**src/rtl/deq_ram.sv**
```systemverilog
// Generic single-write, single-read synchronous RAM with a registered read
// port and a read enable. Depends on nothing.
module deq_ram #(
    parameter int WIDTH = 32,
    parameter int DEPTH = 16
) (
    input  logic                     i_clk,
    input  logic                     i_wr_en,
    input  logic [$clog2(DEPTH)-1:0] i_wr_addr,
    input  logic [WIDTH-1:0]         i_wr_data,
    input  logic                     i_rd_en,
    input  logic [$clog2(DEPTH)-1:0] i_rd_addr,
    output logic [WIDTH-1:0]         o_rd_data
);
    logic [WIDTH-1:0] r_mem [DEPTH];
    logic [WIDTH-1:0] r_q;

    always_ff @(posedge i_clk) begin
        if (i_wr_en) begin
            r_mem[i_wr_addr] <= i_wr_data;
        end
        if (i_rd_en) begin
            r_q <= r_mem[i_rd_addr];
        end
    end

    assign o_rd_data = r_q;
endmodule

```
**config.mk**
```make
export PLATFORM = sky130hd
export DESIGN_NAME = deq_ram
export DESIGN_NICKNAME = d
export VERILOG_FILES = /design/src/rtl/deq_ram.sv
export SDC_FILE = /design/constraint.sdc
export NUM_CORES = 1
export LEC_CHECK = 0
export BUFFER_PORTS_ARGS = -buffer_cell sky130_fd_sc_hd__buf_2
export CAP_MARGIN = 20
export CORE_ASPECT_RATIO = 2
export CORE_MARGIN = 5
export CORE_UTILIZATION = 61
export CTS_CLUSTER_DIAMETER = 100
export DETAILED_ROUTE_END_ITERATION = 10
export GPL_TIMING_DRIVEN = 0
export PLACE_DENSITY_LB_ADDON = 0.25
export SLEW_MARGIN = 40
export SYNTH_ARGS = -nofsm -noshare
export SYNTH_HDL_FRONTEND = slang
export SYNTH_SLANG_ARGS = --single-unit
```
**constraint.sdc**
```tcl
create_clock -name i_clk -period 5.2 [get_ports i_clk]
set_input_delay 1.04 -clock i_clk [delete_from_list [all_inputs] [get_ports i_clk]]
set_output_delay 1.04 -clock i_clk [all_outputs]
set_load 0.01 [all_outputs]
```
; After elaboration in Yosys (flattened, before gate mapping)
; Memory sizes are Yosys's and may differ from the RTL's. A register that Yosys moved wholly into a read port is not among the register bits.
; Cells that the tools add are included.
[totals]
inputBits = 43
regBits = 0
n_memories = 1
ramBits = 512
output_inout_bits = 32
elab_cells = 3
[classes]
n_mux = 2
[memory_table]
columns = name, depth, width, rd, rd_clocked_by_memory_dff, wr, line
row1 = r_mem, 16, 32, 1, 1, 1, 15  ; logic [WIDTH-1:0] r_mem [DEPTH];
[op_table]
columns = op, count
row1 = 1-bit 2-to-1 mux, 2

; Depth between registers and ports, before layout
[depth]
depth_word = 2
ltp_mapped = 5
depth_no_buf = 3

; Worst setup path after synthesis
; Ideal clock, no wire load.
[synth_timing]
path_kind = in2reg
startpoint = input i_wr_addr[2]
endpoint = memory r_mem[0][0], enable pin
path_slack_ns = 0.980
t_arrival_ns = 3.758
path_buffers = 0
required_time_ns = 4.739
path_stages = 2
cell_sequence = or3b_2 > nor3_1
[synth_rtl]
columns = item, line
row1 = from (decl), 9  ; input logic [$clog2(DEPTH)-1:0] i_wr_addr,
row2 = to (decl), 15
; No word-level cell before the write port.

==> results.py <==
metrics = {
    "floorplanning": {
        "floorplan.core_area_um2": 32800,
        "design.die.area_um2": 37000,
        "initial_core_util_pct": 61.5,
        "top_level_ports": 75,
        "die_x_um": 139,
        "rows": 94,
        "die_h_um": 267,
    },
    "sta": {
        "final_max_slew_viol_count": 0,
        "finClkSkew_ns": 0.0107,
        "rsz0062_at_grt": "false",
        "max-slew-margin-rel_pct": 41.7,
        "timing_worst_slew_pin_value_ns": 0.874,
        "finalCriticalPeriod_ns": 2.57,
        "hold_viol_final": 0,
        "fmaxAchievable_mhz": 390,
        "ratio_of_final_minimum_period_to_clock_period_pct": 49.4,
        "setup_viol": 0,
    },
    "min_path": {
        "hold_path.class": "flop to flop",
    },
    "synth": {
        "postSynthNetCount": 881,
        "portion_of_the_post_synthesis_area_used_by_sequential_elements_pct": 81.0,
        "synthesis.area_per_instance_um2": 24.1,
        "yosys_warnings": 0,
        "synth_cell_type_count": 17,
        "synth_area_um2": 20200,
        "synthCells": 838,
        "postSynthRegisterBits": 544,
    },
    "global_route": {
        "grt_antenna_before_repair": 0,
        "global_route.usage.total_pct": 24.8,
        "via_count_of_the_first_global_routing_pass": 10100,
        "grt_start_max_net_pins": 33,
        "grt_first_pass_wirelength_um": 66400,
        "residual_overflow_from_global_routing": 0,
    },
    "clock_tree": {
        "number_of_buffers_inserted_during_clock_tree_synthesis": 44,
        "clk_path_buf_depth": 3,
        "post_cts_resize_count": 0,
        "cts-htree-levels": 2,
        "clock_sinks": 544,
        "cts_setup_buffers": 0,
        "tritoncts_clock_tree": "built",
        "clock_latency_on_the_worst_skew_pair_ns": 0.55,
        "cts_root_buffer": "sky130_fd_sc_hd__clkbuf_16",
        "clk_transition_reported_paths_ns": 0.07,
        "ctsHoldBuffers": 0,
    },
    "routing": {
        "drc": 0,
        "average_detailed_routed_wire_length_per_instance_um": 30.5,
        "detailedRoute.firstIterationViolations": 1105,
        "dr.pass1.iters": 5,
        "detail_route.wirelength_um": 44900,
        "detailroute.via_count": 9514,
        "detail-route-antenna-nets": 0,
        "avg_vias_per_cell": 6.46,
    },
    "cells_and_area": {
        "drive_gt1_share_pct": 33.5,
        "num-nets-final": 1051,
        "area_delta_synth_final_pct": 15.8,
        "final_cell_count_no_fill": 1472,
    },
    "power_and_ir_drop": {
        "ir_drop_v": 0.000293,
        "powerDensity_nw_per_um2": 370,
        "cellLeakagePower_nw": 7.55,
        "fin_total_pwr_mw": 8.64,
    },
    "setup_path": {
        "crit_arrival_ns": 2.85,
        "worstPathMaxFanout": 10,
        "critical_path_type": "input pin to flop",
        "worst-endpoint-required_ns": 5.48,
        "critPathCaptureType": "flop",
        "startpoint_type": "input pin",
    },
    "placed_design": {
        "place.gp.congestion": 0.747,
        "hpwlAfterDp_um": 28900,
        "placedCellCount": 1394,
        "placement.io_buffers": 72,
    },
    "run_status": {
        "run_status": "finished, final reports clean",
    },
    "flow_run": {
        "drv_cap": 0,
    },
}
==> cells in the mapped netlist <==
cell type	count	area, um2
sky130_fd_sc_hd__edfxtp_1	544	16300
sky130_fd_sc_hd__mux4_2	128	2880
sky130_fd_sc_hd__a22oi_1	64	480
sky130_fd_sc_hd__nand2_1	33	124
sky130_fd_sc_hd__clkbuf_1	17	63.8
sky130_fd_sc_hd__nor2_1	13	48.8
sky130_fd_sc_hd__buf_4	11	82.6
sky130_fd_sc_hd__buf_1	9	33.8
sky130_fd_sc_hd__buf_2	4	20.0
sky130_fd_sc_hd__nor3_1	4	20.0
sky130_fd_sc_hd__buf_6	2	22.5
sky130_fd_sc_hd__nand2b_1	2	12.5
sky130_fd_sc_hd__nand3b_1	2	15.0
sky130_fd_sc_hd__nor2b_1	2	12.5
sky130_fd_sc_hd__and2_1	1	6.26
sky130_fd_sc_hd__nand3_1	1	5.00
sky130_fd_sc_hd__or3b_2	1	8.76
==> logic make-up after synthesis <==
logic type	Yosys count	share of synthesized area, %
muxes	128	14.3
DFF	544	81.0
and+or+nand+nor	59	1.25
buffers and inverters	43	1.10
AOI/OAI and AO/OA	64	2.38
==> per-layer routing <==
layer	up-vias	share of wire, %	GRT usage (%)
li1	3933	-	-
met1	5027	36	32.2
met2	458	54	44.0
met3	96	6.4	3.39
met4	0	3.3	8.26
met5	-	0	0
==> final cells by class <==
class	count	area (um2)
multi-input combinational	251	3730
sequential	544	16300
clock buffer	52	1150
clock inverter	25	206
fill	1871	9450
tap	432	541
buffer	43	224
timing repair buffer	124	1180
antenna	1	2.50
==> path summary, 6_finish.rpt <==
kind	start	end	slack (ns)	cells after the start
worst max-delay path	i_rd_addr[1]	o_rd_data[3]	2.63	5
worst min-delay path	r_mem[14][26]	o_rd_data[26]	0.75	3
worst max register to register	r_mem[0][3]	o_rd_data[3]	3.60	3
worst min register to register	r_mem[14][26]	o_rd_data[26]	0.75	3
==> cells in the final DEF (no fill, tap or decap), drive strengths merged <==
cell type and count:
a22oi 64, and2 1, buf 150, bufinv 3
clkbuf 69, clkinv 21, clkinvlp 1, diode 1
edfxtp 544, mux4 128, nand2 33, nand2b 2
nand3 1, nand3b 2, nor2 13, nor2b 2
nor3 4, or3b 1
==> critical path, cell delays in order <==
cell and delay [ns]:
sky130_fd_sc_hd__buf_2 0.23, sky130_fd_sc_hd__buf_1 0.69, sky130_fd_sc_hd__mux4_2 0.43, sky130_fd_sc_hd__a22oi_1 0.32
sky130_fd_sc_hd__nand2_1 0.13
==> registers in the layout, indices dropped and copies added (netlist names) <==
name and cells:
r_mem 512, o_rd_data 32
==> where the power goes <==
| group | switching [mW] | internal [mW] | leakage (nW) |
|---|---|---|---|
| sequential | 0.0243 | 4.94 | 4.94 |
| combinational | 0.280 | 0.190 | 1.93 |
| clock | 1.48 | 1.74 | 0.670 |
==> per-stage QoR <==
step | hold slack (ns) | instance area [um2] | util (%) | TNS [ns] | setup WS [ns]
finish | 0.747 | 23400 | 71.2 | 0 | 2.63
global route | 0.766 | 23400 | 71.2 | 0 | 2.55
CTS | 0.753 | 23400 | 71.2 | 0 | 2.66
detailed placement | 0.737 | 22000 | 67.1 | 0 | 2.09
global placement | 0.729 | 21100 | 64.2 | -203.01 | -1.74
floorplan | 0.710 | 20200 | - | 0 | 0.980
Power figures use the tool's default switching activity.
