===== src/rtl/deq_pkg.sv =====
// Package for the double-ended queue: command codes, field widths and the
// struct of step flags passed from the pointer control to the top level.
// Depends on nothing.
package deq_pkg;

    localparam int CMD_W  = 3;
    localparam int DATA_W = 32;
    localparam int OCC_W  = 5;

    localparam logic [CMD_W-1:0] CMD_NONE       = 3'd0;
    localparam logic [CMD_W-1:0] CMD_PUSH_FRONT = 3'd1;
    localparam logic [CMD_W-1:0] CMD_PUSH_BACK  = 3'd2;
    localparam logic [CMD_W-1:0] CMD_POP_FRONT  = 3'd3;
    localparam logic [CMD_W-1:0] CMD_POP_BACK   = 3'd4;

    // Value reported for both ends while the queue is empty.
    localparam logic signed [DATA_W-1:0] EMPTY_VALUE = -32'sd1;

    typedef struct packed {
        logic wr_en;    // the step writes the store
        logic dropped;  // a push was refused because the queue is full
        logic empty;    // the queue is empty after the step
    } t_step_flags;

endpackage


===== src/rtl/deq_ctrl.sv =====
// Pointer control of the double-ended queue: front and back indices and the
// element count, with the write and read addresses of each step.
// Depends on deq_pkg.
module deq_ctrl
    import deq_pkg::*;
#(
    parameter int DEPTH = 16
) (
    input  logic                       i_clk,
    input  logic                       i_rst_n,
    input  logic                       i_step,
    input  logic [CMD_W-1:0]           i_command,
    output t_step_flags                o_flags,
    output logic [$clog2(DEPTH)-1:0]   o_wr_addr,
    output logic [$clog2(DEPTH)-1:0]   o_rd_front,
    output logic [$clog2(DEPTH)-1:0]   o_rd_back,
    output logic [$clog2(DEPTH+1)-1:0] o_count
);
    localparam int AW = $clog2(DEPTH);
    localparam int CW = $clog2(DEPTH + 1);

    logic [AW-1:0] r_front, n_front;
    logic [AW-1:0] r_back, n_back;
    logic [CW-1:0] r_count, n_count;
    logic          w_full;
    logic          w_wr_en;
    logic          w_dropped;
    logic [AW-1:0] w_wr_addr;

    function automatic logic [AW-1:0] slot_next(input logic [AW-1:0] idx);
        return (idx == AW'(DEPTH - 1)) ? '0 : idx + 1'b1;
    endfunction

    function automatic logic [AW-1:0] slot_prev(input logic [AW-1:0] idx);
        return (idx == '0) ? AW'(DEPTH - 1) : idx - 1'b1;
    endfunction

    assign w_full = (r_count == CW'(DEPTH));

    always_comb begin
        n_front   = r_front;
        n_back    = r_back;
        n_count   = r_count;
        w_wr_en   = 1'b0;
        w_dropped = 1'b0;
        w_wr_addr = r_back;
        case (i_command)
            CMD_PUSH_FRONT: begin
                if (w_full) begin
                    w_dropped = 1'b1;
                end else begin
                    n_front   = slot_prev(r_front);
                    w_wr_addr = slot_prev(r_front);
                    w_wr_en   = 1'b1;
                    n_count   = r_count + 1'b1;
                end
            end
            CMD_PUSH_BACK: begin
                if (w_full) begin
                    w_dropped = 1'b1;
                end else begin
                    w_wr_addr = r_back;
                    n_back    = slot_next(r_back);
                    w_wr_en   = 1'b1;
                    n_count   = r_count + 1'b1;
                end
            end
            CMD_POP_FRONT: begin
                if (r_count != '0) begin
                    n_front = slot_next(r_front);
                    n_count = r_count - 1'b1;
                end
            end
            CMD_POP_BACK: begin
                if (r_count != '0) begin
                    n_back  = slot_prev(r_back);
                    n_count = r_count - 1'b1;
                end
            end
            default: begin
            end
        endcase
    end

    always_ff @(posedge i_clk) begin
        if (!i_rst_n) begin
            r_front <= '0;
            r_back  <= '0;
            r_count <= '0;
        end else if (i_step) begin
            r_front <= n_front;
            r_back  <= n_back;
            r_count <= n_count;
        end
    end

    assign o_flags.wr_en   = w_wr_en;
    assign o_flags.dropped = w_dropped;
    assign o_flags.empty   = (n_count == '0);
    assign o_wr_addr       = w_wr_addr;
    assign o_rd_front      = n_front;
    assign o_rd_back       = slot_prev(n_back);
    assign o_count         = r_count;
endmodule


===== config.mk =====
export PLATFORM = sky130hd
export DESIGN_NAME = deq_ctrl
export DESIGN_NICKNAME = d
export VERILOG_FILES = /design/src/rtl/deq_pkg.sv /design/src/rtl/deq_ctrl.sv
export SDC_FILE = /design/constraint.sdc
export NUM_CORES = 1
export LEC_CHECK = 0
export BUFFER_PORTS_ARGS = -buffer_cell sky130_fd_sc_hd__buf_4
export CAP_MARGIN = 20
export CORE_MARGIN = 2
export CORE_UTILIZATION = 45
export CTS_BUF_LIST = sky130_fd_sc_hd__clkbuf_4 sky130_fd_sc_hd__clkbuf_8 sky130_fd_sc_hd__clkbuf_16
export CTS_CLUSTER_SIZE = 30
export DETAILED_ROUTE_END_ITERATION = 10
export PLACE_DENSITY = 0.71
export SLEW_MARGIN = 25
export SYNTH_ARGS = -nofsm -noshare
export SYNTH_HDL_FRONTEND = slang
export SYNTH_SLANG_ARGS = --single-unit
export TNS_END_PERCENT = 100

===== constraint.sdc =====
create_clock -name i_clk -period 3.3 [get_ports i_clk]
set_input_delay 0.165 -clock i_clk [delete_from_list [all_inputs] [get_ports i_clk]]
set_output_delay 0.165 -clock i_clk [all_outputs]
set_load 0.01 [all_outputs]

# ---- Word-level counts from Yosys, hierarchy flattened
# Cells that the tools add are included.
# W data, S select, Z words.
dict set report totals {
  register_bits 13
  input_bits 6
  output_inout_bits 20
  wordCells 44
}
dict set report classes {
  addsub 7
  eq_ne 7
  n_mux 20
  n_reduce_logical 7
}
# operator n
set op_table {}
lappend op_table {{$mux W4} 11}
lappend op_table {{$pmux W4 S2} 2}
lappend op_table {{$logic_not A4 Y1} 3}
lappend op_table {{$sub A4 B1 Y4 const B} 3}
lappend op_table {{$mux W5} 2}
lappend op_table {{$pmux W5 S2} 1}
lappend op_table {{$add A4 B1 Y4 const B} 2}
lappend op_table {{$eq A4 B4 Y1 const B} 2}
lappend op_table {{$eq A3 B2 Y1 const B} 2}
lappend op_table {{$add A5 B1 Y5 const B} 1}
lappend op_table {{$eq A5 B5 Y1 const B} 1}
lappend op_table {{$logic_not A5 Y1} 1}
lappend op_table {{$reduce_bool A5 Y1} 1}
lappend op_table {{$sub A5 B1 Y5 const B} 1}
lappend op_table {{$mux W1} 4}
lappend op_table {{$reduce_or A2 Y1} 2}
lappend op_table {{$eq A3 B1 Y1 const B} 1}
lappend op_table {{$eq A3 B3 Y1 const B} 1}

# ---- Logic depth before layout (Yosys ltp)
dict set report depth {
  ltp_word 6
  mapped_depth 10
}

# ---- Least setup slack after synthesis
# OpenSTA, ideal clock, no wires.
dict set report synth_timing {
  path_type {register -> output}
  start {register r_count[0] (netlist: o_count[0])}
  end {output port o_rd_back[2]}
  t_arrival_ps 2269
  required_time_ps 3135
  path_slack_ps 866
  path_stages_with_launch 10
  path_buffers 1
  path_cell_list {dfxtp_1 inv_1 ha_1 or4b_4 buf_6 and3_1 a211oi_2 inv_1 ha_1 xor2_1}
}
dict set report synth_between {
  elab_chain_cells 5
  word_cells_on_any_way 8
  classes_between {1 x add/sub; 1 x eq/ne; 4 x mux; 2 x reduce/logical}
}
# item line
set synth_lines {}
lappend synth_lines {{start: declaration} deq_ctrl.sv:24} ;# logic [CW-1:0] r_count, n_count;
lappend synth_lines {{start signal: assignment} deq_ctrl.sv:93} ;# r_count <= n_count;
lappend synth_lines {{$eq A5 B5 Y1 / $reduce_bool A5 Y1 (equally long branches)} {deq_ctrl.sv:38, deq_ctrl.sv:75}}
lappend synth_lines {{$mux W4 (on tied branches)} {deq_ctrl.sv:59, deq_ctrl.sv:75}}
lappend synth_lines {{$pmux W4 S2 (*)} deq_ctrl.sv:47} ;# case (i_command)
lappend synth_lines {{$sub A4 B1 Y4 / $logic_not A4 Y1 (equally long branches)} deq_ctrl.sv:35} ;# return (idx == '0) ? AW'(DEPTH - 1) : idx - 1'b1;
lappend synth_lines {{$mux W4 (*)} deq_ctrl.sv:35}
lappend synth_lines {{end: declaration} deq_ctrl.sv:16} ;# output logic [$clog2(DEPTH)-1:0] o_rd_back,
# Mark *: on every way between the ends. The rest lies on a longest branch, timed or not.

# ---- Final worst setup path
dict set report layout_timing {
  start {register r_count[0] (netlist: o_count[0])}
  end {output port o_rd_back[3]}
}
# The elaborated chain is that of the path after synthesis.

==> out/metrics.cfg <==
[status]
status=completed

[clock_network]
cts.sinks=13
cts_setup_buffers=0
insertion_delay_ps=280
cts_buffers=3
clkTransAtPathRegs_ps=90
cts_tree=yes
clk_path_buf_depth=2
htreeDepth=1
root_buffer=clkbuf_4

[synthesis]
synthCells=215
synth_top_area_share_pct=16.4
synthMostInstantiatedCell=nor2_1
async_flop_share_pct=0
synthTopCellsByCount=nor2_1, a21oi_1, inv_1, dfxtp_1, nand2_1
syn_area_per_cell_um2=7.38
synth_flop_cell=dfxtp_1
synth_nets=228
synth_area_um2=1590
synth_edf_count=0
ys_seq_area_share_pct=16.4
yosys_register_bits=13
yosysWarnings=0
synthTopCellsByArea=dfxtp_1, a21oi_1, ha_1
synth_top_cell_by_area=dfxtp_1
yosysUniqueCellTypes=64

[power]
swShare_pct=38.7
combPwrFrac_pct=47.8
pwr-share-seq_pct=32.6
netSwitchingPower_w=0.000219
leakage_nw=0.702
power-per-cell-area_nw_per_um2=321
p_int_w=0.000348
power.clock.fraction_pct=19.5
ir_drop_uv=183

[detailed_routing]
route.detailed.drc=0
drtIter0Drc=114
dr_wl_met2_um=1820
wirelength_um=4070
vias=1597
viasPerCell=5.89
wl_per_cell_um=15.0
ant_nets=0
wl_met3_um=275
top_layer=met4
drtPass1Iterations=4
wl_met1_um=1940

[critical_path]
ff2ff_setup_slack_ps=980
path_class=reg -> out
reg2reg_to=o_count[3]
worstRegToRegCells=7
crit_required_ps=3130
crit_fanout=8
critPathArrivalTime_ps=2780
critPathLaunchType=flip-flop
regToRegStartpoint=o_count[0]
critPathCaptureType=output port

[sta]
rsz0062_at_grt=false
timing.final.ws_setup_ps=354
period_share_pct=89.3
slew_headroom_pct=60.0
fmaxAchievable_mhz=339
finalClockSkew_ps=8.11
finalSetupTns_ps=0
period_minus_slack_ps=2950
final-setup-viol-count=0
hold_viol=0
final_max_slew_viol_count=0
worst_pin_slew_ps=599

[finish]
fin_util_pct=52.6
area_delta_synth_final_pct=11.4
nNetsFinal=239
fillers=357
layout-drive-gt1-share_pct=17.3
n_antenna_cell=0

[die]
core_area_um2=3360
boundaryPins=26
die_h_um=63.4
fp.dieW_um=63.4
fp-row-count=21
start_util_pct=47.2
dieArea_um2=4020

[placement]
gp_congestion=0.922
dp_hpwl_um=3020
numPortBuffers=25
dp_slack_ps=570

[grt]
grt_pass1_vias=1427
grt_util_all_layers_pct=21.6
grt_pass1_wl_um=6960
grt_max_degree=24
overflow=0
antenna_found_initial=0

[hold_path]
hp-class=in -> reg
hp-start=i_rst_n
worstHoldPathCells=2
holdPathEnd=o_count[2]

[flow_run]
drv_cap=0

==> final cells by class <==
| cell class | count | area (µm²) | share of cell area, % |
|---|---|---|---|
| Inverter | 18 | 67.6 | 3.82 |
| Clock buffer | 4 | 30.0 | 1.70 |
| Tap cell | 46 | 57.6 | 3.26 |
| Timing Repair Buffer | 26 | 195 | 11.0 |
| Multi-Input combinational cell | 164 | 1160 | 65.5 |
| Sequential cell | 13 | 260 | 14.7 |
==> cell families (layout without fill, tap and decap cells) <==
kind of cell | count (synthesis) | after routing | share of synthesized area [%]
buffers and inverters | 38 | 48 | 11.2
AOI/OAI and AO/OA | 67 | 67 | 31.0
xor gates and xnor gates | 10 | 10 | 5.52
muxes | 4 | 4 | 2.60
and+or+nand+nor | 76 | 76 | 27.8
DFF | 13 | 13 | 16.4
adders and majority gates | 7 | 7 | 5.52
==> layer usage <==
| layer | vias to the layer above | GRT usage (%) |
|---|---|---|
| met5 | - | 0 |
| met1 | 723 | 32.0 |
| met4 | 0 | 7.07 |
| met3 | 4 | 1.96 |
| met2 | 57 | 32.6 |
| li1 | 813 | - |
==> metrics by stage <==
step | std cells | power (W) | cell area, µm² | hold slack [ps]
after detailed placement | 267 | 0.000455 | 1730 | 414
after CTS | 271 | 0.000568 | 1760 | 113
final | 271 | 0.000567 | 1770 | 124
after floorplan | 215 | 0.000379 | 1590 | 282
after global routing | 271 | 0.000615 | 1770 | 122
after global placement | 267 | 0.000453 | 1730 | 417
==> flip-flops by register name, summed over array words and instances (netlist names) <==
name and flops:
o_count 5, r_back 4, r_front 4
==> worst max-delay path by stage <==
stage,from,to,cells after the start
floorplan,o_count[0],o_rd_back[2],9
global placement,o_count[0],o_rd_back[3],10
detailed placement,o_count[0],o_rd_back[3],10
CTS,o_count[0],o_rd_back[3],10
global route,o_count[0],o_rd_back[3],10
finish,o_count[0],o_rd_back[3],10
==> repair_timing <==
action,4_1_cts,5_1_grt
gates resized for setup,0,1
hold buffers,0,0
endpoints found under the setup margin,0,3
==> power groups by stage <==
| stage | registers, W | logic [W] | clock network, W |
|---|---|---|---|
| floorplan | 0.000177 | 0.000201 | 0 |
| global placement | 0.000188 | 0.000265 | 0 |
| detailed placement | 0.000188 | 0.000266 | 0 |
| CTS | 0.000185 | 0.000267 | 0.000116 |
| global route | 0.000187 | 0.000302 | 0.000126 |
| finish | 0.000185 | 0.000271 | 0.000111 |
==> cell usage in the layout, fill, tap and decap left out, types with 3 or more instances in the layout <==
master / count
and3_1: 4
buf_4: 26
nand3b_1: 3
nand3_1: 8
a21oi_1: 19
dfxtp_1: 13
nor4bb_1: 4
inv_1: 16
o32ai_1: 3
nand2_1: 11
xor2_1: 3
mux2i_1: 3
o21ai_0: 8
clkbuf_4: 4
o211ai_1: 3
ha_1: 7
nor2_1: 20
nor3_1: 6
xnor2_1: 7
nor3b_1: 5
==> critical path, stage by stage, from the launching register on <==
cell	delay, ps
dfxtp_1	360
inv_1	120
ha_1	280
or4b_4	570
and3_1	210
a211oi_2	260
inv_1	90
ha_1	240
a21oi_1	140
o31ai_1	80
buf_4	160
Note: power is estimated with default switching activity, not from simulation.
